==> src/hw/rtl/trisr_pkg.sv <==
// Shared widths and types for the triangle scanline rasteriser.
`timescale 1ns / 1ps
package trisr_pkg;

  localparam int XW         = 16;  // vertex and span coordinate width
  localparam int DYW        = 17;  // height of one part, always positive
  localparam int COLOR_W    = 24;
  localparam int SLOPE_BITS = 16;  // extra fraction bits on edge values
  localparam int SW         = 40;  // slopes, corners and numerators
  localparam int ACC_W      = 48;  // edge accumulators
  localparam int YW         = 18;  // row walker y
  localparam int CNT_W      = 6;   // iteration counter of the shared unit

  typedef logic signed [SW-1:0]    wide_t;
  typedef logic signed [ACC_W-1:0] acc_t;

  // Place a Q12.4 x into the wide edge format.
  function automatic wide_t widen_x(input logic signed [XW-1:0] x);
    widen_x = {{(SW-XW-SLOPE_BITS){x[XW-1]}}, x, {SLOPE_BITS{1'b0}}};
  endfunction

endpackage

==> src/hw/rtl/triangle_scanline_rasterizer_core.sv <==
// Triangle scanline rasteriser: vertex sort, iterative slope setup and row walk.
`timescale 1ns / 1ps
// Usage:
//   Present a triangle on the vertex, colour and flag ports and raise start;
//   the triangle is taken at a clock edge where start is high and busy low.
//   Spans leave on span_* ports, each valid for one cycle under span_valid;
//   the receiver cannot stall, so each span must be taken when shown.
//   last_span marks the final span of a triangle; busy falls in the cycle
//   that span is shown. A dropped triangle gives no span and leaves busy low;
//   one with no row in the band is still walked in full but gives no span.
//   Write band_top_row with band_top_row_we while busy is low; it is unchecked.
// Operation:
//   A restoring divider gives one quotient bit per cycle for each slope.
//   A general triangle first divides for the long-edge slope and then runs
//   a shift-add multiply for the split point; a flat one skips both. Each
//   part then takes one setup step, two slope divisions, one walk step per
//   row of the part (all rows, not only those inside the band) and one exit
//   step; a final flush step ends the item. Each span is held until the
//   next in-band row is walked; the last one leaves from the flush step.
// Reset:
//   rst clears the sequencer, the pending span and band_top_row to zero.
module triangle_scanline_rasterizer_core
  import trisr_pkg::*;
#(
  parameter int BAND_ROWS = 32,
  parameter int FRAC_BITS = 4
) (
  input  logic                      clk,
  input  logic                      rst,
  input  logic                      start,
  output logic                      busy,
  input  logic signed [XW-1:0]      vertex0_x,
  input  logic signed [XW-1:0]      vertex0_y,
  input  logic signed [XW-1:0]      vertex1_x,
  input  logic signed [XW-1:0]      vertex1_y,
  input  logic signed [XW-1:0]      vertex2_x,
  input  logic signed [XW-1:0]      vertex2_y,
  input  logic [COLOR_W-1:0]        tri_color,
  input  logic                      is_active,
  input  logic                      is_clipped,
  input  logic                      is_backface,
  input  logic                      band_top_row_we,
  input  logic [11:0]               band_top_row,
  output logic                      span_valid,
  output logic signed [XW-1:0]      span_y,
  output logic signed [XW-1:0]      span_left_x,
  output logic signed [XW-1:0]      span_right_x,
  output logic [COLOR_W-1:0]        span_color,
  output logic                      last_span
);

  typedef enum logic [2:0] {
    S_IDLE, S_DIV01, S_MUL, S_PREP, S_DIVL, S_DIVR, S_WALK, S_FLUSH
  } state_t;

  localparam logic signed [YW-1:0] ONE = YW'(1) << FRAC_BITS;

  state_t state;
  logic [11:0] band_row;

  // sorted vertices and setup values
  logic signed [XW-1:0] sx0, sx1, sx2, sy0, sy1, sy2;
  logic [COLOR_W-1:0]   color;
  wide_t                apex, ca, cb, l_c, r_c, slope_l;
  logic signed [XW-1:0] ytop, ylow;
  logic                 ptop, more;

  // shared divide / multiply unit
  logic [SW-1:0]  dv_num;
  logic [DYW:0]   dv_rem;
  logic [DYW-1:0] dv_den;
  logic           dv_neg;
  logic [CNT_W-1:0] cnt;
  wide_t          mul_a, mul_p;
  logic [DYW-1:0] mul_b;

  // walker
  acc_t               acc_l, acc_r, step_l, step_r;
  logic signed [YW-1:0] y;

  // pending span, held until the next one shows whether it is the last
  logic                 pend_valid;
  logic signed [XW-1:0] pend_y, pend_lx, pend_rx;

  // sort by y so that y0 <= y2 <= y1
  logic signed [XW-1:0] a_x0, a_y0, a_x1, a_y1, b_x1, b_y1, b_x2, b_y2;
  logic signed [XW-1:0] c_x0, c_y0, c_x2, c_y2;
  logic drop;

  always_comb begin
    a_x0 = vertex0_x; a_y0 = vertex0_y; a_x1 = vertex1_x; a_y1 = vertex1_y;
    if (vertex0_y > vertex1_y) begin
      a_x0 = vertex1_x; a_y0 = vertex1_y; a_x1 = vertex0_x; a_y1 = vertex0_y;
    end
    b_x1 = a_x1; b_y1 = a_y1; b_x2 = vertex2_x; b_y2 = vertex2_y;
    if (vertex2_y > a_y1) begin
      b_x1 = vertex2_x; b_y1 = vertex2_y; b_x2 = a_x1; b_y2 = a_y1;
    end
    c_x0 = a_x0; c_y0 = a_y0; c_x2 = b_x2; c_y2 = b_y2;
    if (a_y0 > b_y2) begin
      c_x0 = b_x2; c_y0 = b_y2; c_x2 = a_x0; c_y2 = a_y0;
    end
    drop = !is_active || is_clipped || is_backface ||
           (vertex0_x == vertex2_x && vertex2_x == vertex1_x) ||
           (vertex1_y == vertex2_y && vertex2_y == vertex0_y);
  end

  // divider step: one quotient bit per cycle
  logic [DYW:0]  rem_sh;
  logic          q_bit;
  wide_t         quot;
  always_comb begin
    rem_sh = {dv_rem[DYW-1:0], dv_num[SW-1]};
    q_bit  = rem_sh >= {1'b0, dv_den};
    quot   = dv_neg ? -$signed({dv_num[SW-2:0], q_bit})
                    : $signed({dv_num[SW-2:0], q_bit});
  end

  // part setup values: ordered corners and numerators
  wide_t lo_c, hi_c, num_l, num_r;
  logic [DYW-1:0] height;
  always_comb begin
    lo_c   = (ca < cb) ? ca : cb;
    hi_c   = (ca < cb) ? cb : ca;
    num_l  = ptop ? (apex - lo_c) : (lo_c - apex);
    num_r  = ptop ? (apex - r_c) : (r_c - apex);
    height = DYW'({ylow[XW-1], ylow} - {ytop[XW-1], ytop});
  end

  // row band test and span ends
  logic signed [YW-1:0] row;
  logic signed [YW:0]   rel;
  logic                 in_band;
  logic signed [ACC_W-SLOPE_BITS-1:0] xl_w, xr_w;
  logic signed [XW-1:0] xl, xr;
  localparam logic signed [ACC_W-SLOPE_BITS-1:0] XMAX = 32767;
  localparam logic signed [ACC_W-SLOPE_BITS-1:0] XMIN = -32768;
  always_comb begin
    row     = y >>> FRAC_BITS;
    rel     = {row[YW-1], row} - $signed({{(YW-11){1'b0}}, band_row});
    in_band = !row[YW-1] && !rel[YW] && (rel < (YW+1)'(BAND_ROWS));
    xl_w    = acc_l[ACC_W-1:SLOPE_BITS];
    xr_w    = acc_r[ACC_W-1:SLOPE_BITS];
    xl = (xl_w > XMAX) ? XW'(XMAX) : (xl_w < XMIN) ? XW'(XMIN) : xl_w[XW-1:0];
    xr = (xr_w > XMAX) ? XW'(XMAX) : (xr_w < XMIN) ? XW'(XMIN) : xr_w[XW-1:0];
  end

  assign busy = (state != S_IDLE);

  // band register
  always_ff @(posedge clk) begin
    if (rst) begin
      band_row <= '0;
    end else if (band_top_row_we) begin
      band_row <= band_top_row;
    end
  end

  // sequencer, shared unit and registered outputs
  always_ff @(posedge clk) begin
    if (rst) begin
      state      <= S_IDLE;
      pend_valid <= 1'b0;
      span_valid <= 1'b0;
      last_span  <= 1'b0;
    end else begin
      span_valid <= 1'b0;
      last_span  <= 1'b0;
      case (state)
        S_IDLE: begin
          if (start && !drop) begin
            sx0 <= c_x0; sy0 <= c_y0; sx1 <= b_x1; sy1 <= b_y1;
            sx2 <= c_x2; sy2 <= c_y2;
            color      <= tri_color;
            pend_valid <= 1'b0;
            if (c_y0 == c_y2) begin
              // flat top only
              ptop <= 1'b1; more <= 1'b0;
              apex <= widen_x(b_x1); ca <= widen_x(c_x0); cb <= widen_x(c_x2);
              ytop <= c_y0; ylow <= b_y1;
              state <= S_PREP;
            end else if (c_y2 == b_y1) begin
              // flat bottom only
              ptop <= 1'b0; more <= 1'b0;
              apex <= widen_x(c_x0); ca <= widen_x(c_x2); cb <= widen_x(b_x1);
              ytop <= c_y0; ylow <= b_y1;
              state <= S_PREP;
            end else begin
              // slope of the long edge
              dv_neg <= widen_x(b_x1) < widen_x(c_x0);
              dv_num <= (widen_x(b_x1) < widen_x(c_x0))
                        ? widen_x(c_x0) - widen_x(b_x1)
                        : widen_x(b_x1) - widen_x(c_x0);
              dv_den <= DYW'({b_y1[XW-1], b_y1} - {c_y0[XW-1], c_y0});
              dv_rem <= '0;
              cnt    <= '0;
              state  <= S_DIV01;
            end
          end
        end
        S_DIV01: begin
          dv_rem <= q_bit ? rem_sh - {1'b0, dv_den} : rem_sh;
          dv_num <= {dv_num[SW-2:0], q_bit};
          cnt    <= cnt + 1'b1;
          if (cnt == CNT_W'(SW-1)) begin
            mul_a <= quot;
            mul_b <= DYW'({sy1[XW-1], sy1} - {sy2[XW-1], sy2});
            mul_p <= '0;
            cnt   <= '0;
            state <= S_MUL;
          end
        end
        S_MUL: begin
          // shift-add multiply for the split point
          if (mul_b[0]) mul_p <= mul_p + mul_a;
          mul_a <= mul_a <<< 1;
          mul_b <= mul_b >> 1;
          cnt   <= cnt + 1'b1;
          if (cnt == CNT_W'(DYW-1)) begin
            ptop <= 1'b0; more <= 1'b1;
            apex <= widen_x(sx0);
            ca   <= widen_x(sx1) - (mul_b[0] ? mul_p + mul_a : mul_p);
            cb   <= widen_x(sx2);
            ytop <= sy0; ylow <= sy2;
            state <= S_PREP;
          end
        end
        S_PREP: begin
          l_c    <= lo_c;
          r_c    <= hi_c;
          dv_neg <= num_l[SW-1];
          dv_num <= num_l[SW-1] ? -num_l : num_l;
          dv_den <= height;
          dv_rem <= '0;
          cnt    <= '0;
          state  <= S_DIVL;
        end
        S_DIVL: begin
          dv_rem <= q_bit ? rem_sh - {1'b0, dv_den} : rem_sh;
          dv_num <= {dv_num[SW-2:0], q_bit};
          cnt    <= cnt + 1'b1;
          if (cnt == CNT_W'(SW-1)) begin
            slope_l <= quot;
            dv_neg  <= num_r[SW-1];
            dv_num  <= num_r[SW-1] ? -num_r : num_r;
            dv_rem  <= '0;
            cnt     <= '0;
            state   <= S_DIVR;
          end
        end
        S_DIVR: begin
          dv_rem <= q_bit ? rem_sh - {1'b0, dv_den} : rem_sh;
          dv_num <= {dv_num[SW-2:0], q_bit};
          cnt    <= cnt + 1'b1;
          if (cnt == CNT_W'(SW-1)) begin
            step_l <= ACC_W'(slope_l) <<< FRAC_BITS;
            step_r <= ACC_W'(quot) <<< FRAC_BITS;
            acc_l  <= ptop ? ACC_W'(l_c) : ACC_W'(apex);
            acc_r  <= ptop ? ACC_W'(r_c) : ACC_W'(apex);
            y      <= YW'(ytop);
            state  <= S_WALK;
          end
        end
        S_WALK: begin
          if (y < YW'(ylow)) begin
            if (in_band) begin
              // send the held span, keep this one
              if (pend_valid) begin
                span_valid   <= 1'b1;
                span_y       <= pend_y;
                span_left_x  <= pend_lx;
                span_right_x <= pend_rx;
                span_color   <= color;
              end
              pend_valid <= 1'b1;
              pend_y     <= y[XW-1:0];
              pend_lx    <= xl;
              pend_rx    <= xr;
            end
            acc_l <= acc_l + step_l;
            acc_r <= acc_r + step_r;
            y     <= y + ONE;
          end else if (more) begin
            // flat-top half below the split
            ptop <= 1'b1; more <= 1'b0;
            apex <= widen_x(sx1);
            ytop <= sy2; ylow <= sy1;
            state <= S_PREP;
          end else begin
            state <= S_FLUSH;
          end
        end
        S_FLUSH: begin
          if (pend_valid) begin
            span_valid   <= 1'b1;
            last_span    <= 1'b1;
            span_y       <= pend_y;
            span_left_x  <= pend_lx;
            span_right_x <= pend_rx;
            span_color   <= color;
          end
          pend_valid <= 1'b0;
          state      <= S_IDLE;
        end
        default: state <= S_IDLE;
      endcase
    end
  end

endmodule
==> config.mk <==
export PLATFORM = sky130hd
export DESIGN_NAME = triangle_scanline_rasterizer_core
export DESIGN_NICKNAME = d
export VERILOG_FILES = /design/src/hw/rtl/trisr_pkg.sv /design/src/hw/rtl/triangle_scanline_rasterizer_core.sv
export SDC_FILE = /design/constraint.sdc
export NUM_CORES = 2
export LEC_CHECK = 0
export BUFFER_PORTS_ARGS = -buffer_cell sky130_fd_sc_hd__buf_2
export CORE_MARGIN = 1
export CORE_UTILIZATION = 40
export DETAILED_ROUTE_END_ITERATION = 12
export GPL_TIMING_DRIVEN = 0
export HOLD_SLACK_MARGIN = 0.1
export PLACE_DENSITY = 0.54
export SLEW_MARGIN = 10
export SYNTH_ARGS = -nofsm -noshare
export SYNTH_HDL_FRONTEND = slang
export SYNTH_SLANG_ARGS = --single-unit
==> constraint.sdc <==
create_clock -name clk -period 41.2 [get_ports clk]
set_clock_uncertainty 0.15 [all_clocks]
set_input_delay 8.24 -clock clk [delete_from_list [all_inputs] [get_ports clk]]
set_output_delay 8.24 -clock clk [all_outputs]
set_load 0.005 [all_outputs]
### Yosys cells after proc, flatten, opt, wreduce, memory -nomap -nowiden

Cells that the tools add are included.

| cells by class | value |
|---|---|
| $add $sub $neg | 20 |
| $lt $le $gt $ge | 12 |
| equal/unequal tests | 27 |
| mux-type cells | 142 |
| bitwise gates (word level) | 2 |
| reductions and logical operators | 46 |

Operators by type and width:

| kind | number |
|---|---|
| 40-bit 2-to-1 mux | 29 |
| 16-bit 2-to-1 mux | 35 |
| 40-bit case mux with 2 select lines | 4 |
| 48-bit 2-to-1 mux | 6 |
| 48-bit case mux with 2 select lines | 2 |
| 40-bit case mux with 4 select lines | 1 |
| 40-bit subtractor | 4 |
| 17-bit 2-to-1 mux | 9 |
| 40-bit negator | 3 |
| 40-bit case mux with 3 select lines | 1 |
| 48-bit by 44-bit adder with 48-bit output | 2 |
| 16-bit equality test | 6 |
| 16-bit case mux with 2 select lines | 3 |
| 16-bit case mux with 3 select lines | 2 |
| 24-bit 2-to-1 mux | 3 |
| 17-bit case mux with 2 select lines | 2 |
| 17-bit case mux with 4 select lines | 1 |
| 32-bit by 32-bit subtractor with 33-bit output | 2 |
| 32-bit by 16-bit greater-than comparator with 1-bit output, second input constant | 2 |
| 32-bit by 16-bit less-than comparator with 1-bit output, second input constant | 2 |
| 16-bit by 16-bit subtractor with 17-bit output | 3 |
| 16-bit greater-than comparator | 3 |
| 24-bit case mux with 2 select lines | 1 |
| 40-bit adder | 1 |
| other kinds (42) | 122 |

| storage, ports and cells | value |
|---|---|
| register bits after elaboration | 904 |
| input bits | 139 |
| output and inout port bits | 75 |
| logic and storage cells | 291 |

### Longest topological paths before layout

| logic depth | value |
|---|---|
| depth in word-level cells | 12 |
| depth in mapped cells | 62 |

### Worst setup path before layout

Ideal clock, no wire load.

| path | value |
|---|---|
| kind | in2reg |
| start | input vertex1_y[1] |
| end | register ca[0] (enable) |
| library setup time | 0.643 ns |
| arrival | 21.949 ns |
| data required time | 40.407 ns |
| slack | 18.458 ns |
| cell stages on the path | 42 |
| path buffers | 5 |
| cell sequence | clkinv_1 ha_1 nor2b_1 o211ai_1 a2111o_1 a311o_1 nand2_1 clkbuf_1 nor2_1 a21oi_1 ha_1 a21o_1 a21o_1 a21oi_1 o31ai_1 a2111oi_0 a32oi_1 a21o_1 (+6 left out) ha_1 a21o_1 a21o_1 a21oi_1 nor2b_1 o21ai_0 nand2_1 a221oi_1 a21oi_1 a211o_4 nand2_4 buf_6 mux2i_1 xor2_1 nor4_1 nand4_1 and2_1 a2111oi_1 |

| between the ends | value |
|---|---|
| cells in the longest elaborated chain, start to end | 9 |

RTL lines:

| what | line | source |
|---|---|---|
| from (decl) | triangle_scanline_rasterizer_core.sv:35 | `input logic signed [XW-1:0] vertex1_y,` |
| 16-bit greater-than comparator | triangle_scanline_rasterizer_core.sv:92 | `if (vertex0_y > vertex1_y) begin` |
| 16-bit 2-to-1 mux | triangle_scanline_rasterizer_core.sv:92 |  |
| 16-bit greater-than comparator | triangle_scanline_rasterizer_core.sv:96 | `if (vertex2_y > a_y1) begin` |
| 16-bit 2-to-1 mux | triangle_scanline_rasterizer_core.sv:96 |  |
| 16-bit greater-than comparator | triangle_scanline_rasterizer_core.sv:100 | `if (a_y0 > b_y2) begin` |
| 16-bit 2-to-1 mux * | triangle_scanline_rasterizer_core.sv:100 |  |
| net c_y2[9] | triangle_scanline_rasterizer_core.sv:87 | `logic signed [XW-1:0] c_x0, c_y0, c_x2, c_y2;` |
| 16-bit equality test (on tied branches) | triangle_scanline_rasterizer_core.sv:176, triangle_scanline_rasterizer_core.sv:182 |  |
| 3-bit inequality test (no source line) * | -- |  |
| 5-bit AND reduction (no source line) * | -- |  |
| to (signal assigned) | triangle_scanline_rasterizer_core.sv:179 | `apex <= widen_x(b_x1); ca <= widen_x(c_x0); cb <= widen_x(c_x2);` |
| to (signal assigned) | triangle_scanline_rasterizer_core.sv:185 | `apex <= widen_x(c_x0); ca <= widen_x(c_x2); cb <= widen_x(b_x1);` |
| to (signal assigned) | triangle_scanline_rasterizer_core.sv:222 | `ca <= widen_x(sx1) - (mul_b[0] ? mul_p + mul_a : mul_p);` |
| to (decl) | triangle_scanline_rasterizer_core.sv:64 | `wide_t apex, ca, cb, l_c, r_c, slope_l;` |

Mark *: on every way through the listed nets, which the timed path passes. The rest lies on a longest branch.
A chain may end at the register's enable or synchronous reset.

### Final worst setup path

| path | value |
|---|---|
| start | input vertex1_y[1] |
| end | register dv_num[31] (data pin) |

| between the ends | value |
|---|---|
| cells in the longest elaborated chain, start to end | 12 |

RTL lines:

| what | line | source |
|---|---|---|
| 16-bit greater-than comparator | triangle_scanline_rasterizer_core.sv:92 |  |
| 16-bit 2-to-1 mux | triangle_scanline_rasterizer_core.sv:92 |  |
| 16-bit greater-than comparator | triangle_scanline_rasterizer_core.sv:96 |  |
| 16-bit 2-to-1 mux | triangle_scanline_rasterizer_core.sv:96 |  |
| 16-bit greater-than comparator | triangle_scanline_rasterizer_core.sv:100 |  |
| 16-bit 2-to-1 mux * | triangle_scanline_rasterizer_core.sv:100 |  |
| net c_x0[1] | triangle_scanline_rasterizer_core.sv:87 |  |
| 32-bit by 32-bit subtractor with 33-bit output (tied with other cells) | triangle_scanline_rasterizer_core.sv:193 | `: widen_x(b_x1) - widen_x(c_x0);` |
| 40-bit 2-to-1 mux * | triangle_scanline_rasterizer_core.sv:192 | `? widen_x(c_x0) - widen_x(b_x1)` |
| 40-bit 2-to-1 mux * | triangle_scanline_rasterizer_core.sv:182 | `end else if (c_y2 == b_y1) begin` |
| 40-bit 2-to-1 mux * | triangle_scanline_rasterizer_core.sv:176 | `if (c_y0 == c_y2) begin` |
| 40-bit 2-to-1 mux * | triangle_scanline_rasterizer_core.sv:171 | `if (start && !drop) begin` |
| 40-bit case mux with 4 select lines * | triangle_scanline_rasterizer_core.sv:169 | `case (state)` |
| to (signal assigned) | triangle_scanline_rasterizer_core.sv:191 | `dv_num <= (widen_x(b_x1) < widen_x(c_x0))` |
| to (signal assigned) | triangle_scanline_rasterizer_core.sv:203 | `dv_num <= {dv_num[SW-2:0], q_bit};` |
| to (signal assigned) | triangle_scanline_rasterizer_core.sv:232 | `dv_num <= num_l[SW-1] ? -num_l : num_l;` |
| to (decl) | triangle_scanline_rasterizer_core.sv:69 | `logic [SW-1:0] dv_num;` |

Mark *: on every way through the listed nets, which the timed path passes. The rest lies on a longest branch. The select of a mux whose other input is x is not followed.

==> results.md <==
* Net count, final at 6977
* Pwr Total at 4.139 mW
* NetSw at 1.829 mW
* Die X at 382.1 um
* Sequential share of power at 28.8%
* Routability congestion estimate from global placement at 0.9805
* DR DRC count at 0
* Min-delay worst type: reg2reg
* CTS Buffer Depth at 3
* Clk_lat worst skew at 0.74 ns
* Via count at 48440
* Average instance area after synthesis at 9.636 sq um
* Total gr overflow at 0
* CTS resizes at 0
* Via-per-instance ratio at 5.788
* CTS root buf: clkbuf_16
* Cell count after synthesis at 5998
* Combinational group share of total power at 49.5%
* # setup viols final at 0
* Int Power at 2.309 mW
* Clock power share at 21.8%
* Crit path DAT at 22.75 ns
* Crit path largest cell delay at 0.62 ns
* Final slew viol count at 0
* Global-route wire length before repair at 305200 um
* Initial antenna violation count at 13
* Total die area at 146000 sq um
* WP data required at 41.47 ns
* DP HPWL at 170800 um
* Max frequency at 44.48 MHz
* Register area share after synthesis at 43.54%
* First-pass detailed-route iteration total at 5
* Cell area after synthesis at 57800 sq um
* Critical Path Fanout Max at 10
* CORE AREA at 143500 sq um
* # rows at 139
* Hold buffers post-CTS at 0
* RSZ-0062 raised after global routing: no
* Die extent in y at 382.1 um
* Distinct cells, synth at 109
* Critical Path Source Type: input pin
* Post-synth top flop: edfxtp_1
* CTS HTree Levels at 3
* Final WL at 210700 um
* Syn. warnings at 0
* Initial Util at 40.28%
* Synth top area share at 42.92%
* Crit path kind: in2reg
* Seq cells post-synth at 844
* Iteration-0 DRC Markers at 4613
* Rel. slew slack at 12.40%
* Lkg Pwr at 25.79 nW
* Clock sinks at 844
* Cts bufs inserted at 101
* WL/cell at 25.18 um
* MaxCap Viol Count at 0
* Largest net degree at the start of global routing at 47
* Number of global-route vias before repair at 46200
* Synthesized Nets at 6595
* Worst vdd rail ir drop at 40.61 uV
* Switching part of the total power at 44.19%
* Fin Hold WS at 0.2505 ns
* PortBufs at 212
* Synth async-reset ratio at 0%
* Tightest Pin Transition at 1.305 ns
* Final setup TNS at 0 ns
* All-Layer GR Usage at 28.15%
* Pwr Density at 63.30 nW/um^2
* CTS tree: yes
* Final antenna-violating net count at 0
* Clock period minus worst slack at 22.48 ns
* Clock slew at reported path FFs at 0.06 ns
* Status: completed
* Ranking of synthesized cells by area: edfxtp_1 (43%), ha_1 (9.7%), a21oi_1 (4.4%)
* Final hold vios at 0
* P&R area growth vs syn at 13.11%
* Critical path's slowest cell: a21oi_1
* Setup crit end kind: flop
* Count of flip-flops with a built-in enable after synthesis at 826
* Final Cycle Share at 54.56%
* Post-synth top area cell: edfxtp_1
* Setup bufs post-CTS at 0
* Top Ports at 214
* Layout cells sized above 1 at 9.008%
==> final timing paths <==
kind                                             end  depth (start not counted)                  from  slack, ns
worst max-delay path            dv_num[31]$_DFFE_PP_                         59          vertex1_y[1]      18.72
worst min-delay path             step_l[7]$_DFFE_PP_                          0  slope_l[3]$_DFFE_PP_       0.25
worst max register to register  dv_num[25]$_DFFE_PP_                         37      cb[38]$_DFFE_PP_      28.90
worst min register to register   step_l[7]$_DFFE_PP_                          0  slope_l[3]$_DFFE_PP_       0.25
==> synthesized netlist by cell type, types with 28 or more instances <==
cell / number
a211oi_1: 78
a21boi_0: 43
a21o_1: 205
a21oi_1: 508
a31oi_1: 42
and2_1: 57
and3_1: 64
buf_1: 37
clkbuf_1: 196
edfxtp_1: 826
ha_1: 447
inv_1: 384
mux2i_1: 146
nand2_1: 444
nand2b_1: 64
nand3_1: 118
nand4_1: 55
nor2_1: 616
nor2b_1: 53
nor3_1: 116
nor4_1: 28
o21a_1: 39
o21ai_0: 396
o21bai_1: 36
o22ai_1: 54
o31ai_1: 58
or2_2: 29
or3_1: 62
xnor2_1: 210
xor2_1: 159
==> critical path: cells and delay by family <==
| family | cells | cell delay (ns) |
|---|---|---|
| fa+ha+maj | 4 | 1.38 |
| compound gates | 29 | 7.16 |
| buf+inv | 10 | 3.17 |
| simple gates | 16 | 2.76 |
==> layout make-up <==
cell class / count / area (sq um)
Clock buffer: 112 / 2610
Antenna cell: 5 / 12.51
Clock inverter: 72 / 675.6
Timing Repair Buffer: 279 / 1778
Inverter: 386 / 1449
Sequential cell: 844 / 25160
Tap cell: 1903 / 2381
Multi-Input combinational cell: 4513 / 30300
Buffer: 255 / 1006
Fill cell: 13810 / 78110
==> layout by cell type (no fill, tap or decap), types with 26 or more instances in the layout <==
cell | synthesis | routed
o21bai_1 | 36 | 36
nand3_1 | 118 | 118
inv_1 | 384 | 384
nand4_1 | 55 | 55
a211oi_1 | 78 | 76
clkbuf_16 | 0 | 102
o21a_1 | 39 | 39
buf_4 | 5 | 33
clkinv_2 | 0 | 26
a31oi_1 | 42 | 42
mux2i_1 | 146 | 146
a21o_1 | 205 | 205
clkbuf_1 | 196 | 202
nor2b_1 | 53 | 53
or2_2 | 29 | 29
nor4_1 | 28 | 28
a21oi_1 | 508 | 507
or3_1 | 62 | 62
o31ai_1 | 58 | 58
o22ai_1 | 54 | 54
ha_1 | 447 | 447
nand2b_1 | 64 | 64
a21boi_0 | 43 | 43
nand2_1 | 444 | 444
edfxtp_1 | 826 | 826
o211ai_1 | 26 | 26
xnor2_1 | 210 | 210
xor2_1 | 159 | 159
buf_1 | 37 | 37
and2_1 | 57 | 57
and3_1 | 64 | 64
nor3_1 | 116 | 112
buf_2 | 15 | 243
o21ai_0 | 396 | 395
nor2_1 | 616 | 613
==> sequential cells by signal, summed over array words and instances, names as in the netlist, 24 cells and up <==
| name | flops |
|---|---|
| mul_p | 40 |
| acc_r | 44 |
| dv_num | 40 |
| r_c | 40 |
| step_r | 40 |
| acc_l | 44 |
| slope_l | 40 |
| span_color | 24 |
| color | 24 |
| mul_a | 40 |
| ca | 40 |
| l_c | 36 |
| step_l | 40 |
==> cell families (layout without fill, tap and decap cells) <==
family	count (synthesis)	in the layout	share of synthesized area [%]
xor gates and xnor gates	370	370	5.631
DFF	844	844	43.54
adders and majority gates	459	459	10.08
other	0	5	0
AOI/OAI and AO/OA	1742	1742	19.12
muxes	172	172	3.055
buffers and inverters	641	1104	4.243
and+or+nand+nor	1770	1770	14.33
==> metal layers <==
metal,routed length (um),track usage [%],up-vias
met5,64,0,-
met4,8032,10.84,8
met3,12640,3.262,310
met2,97730,46.02,1614
met1,92280,38.04,23650
li1,-,-,22860
==> per-stage QoR <==
step	utilization (%)	setup slack, ns	std cells	cell area (sq um)
final	45.56	18.72	8369	65380
after global routing	45.56	17.62	8365	65370
after detailed placement	43.26	18.22	8180	62070
after global placement	42.68	10.68	8113	61240
after CTS	45.55	18.93	8364	65360
after floorplan	-	18.46	5998	57800
==> power by group through the flow <==
stage,logic (mW),clock network [mW],registers (mW)
floorplan,1.28,0,1.18
global placement,1.96,0,1.22
detailed placement,1.99,0,1.20
CTS,2.00,0.918,1.19
global route,2.20,0.949,1.20
finish,2.05,0.901,1.19
Power figures use the tool's default switching activity.
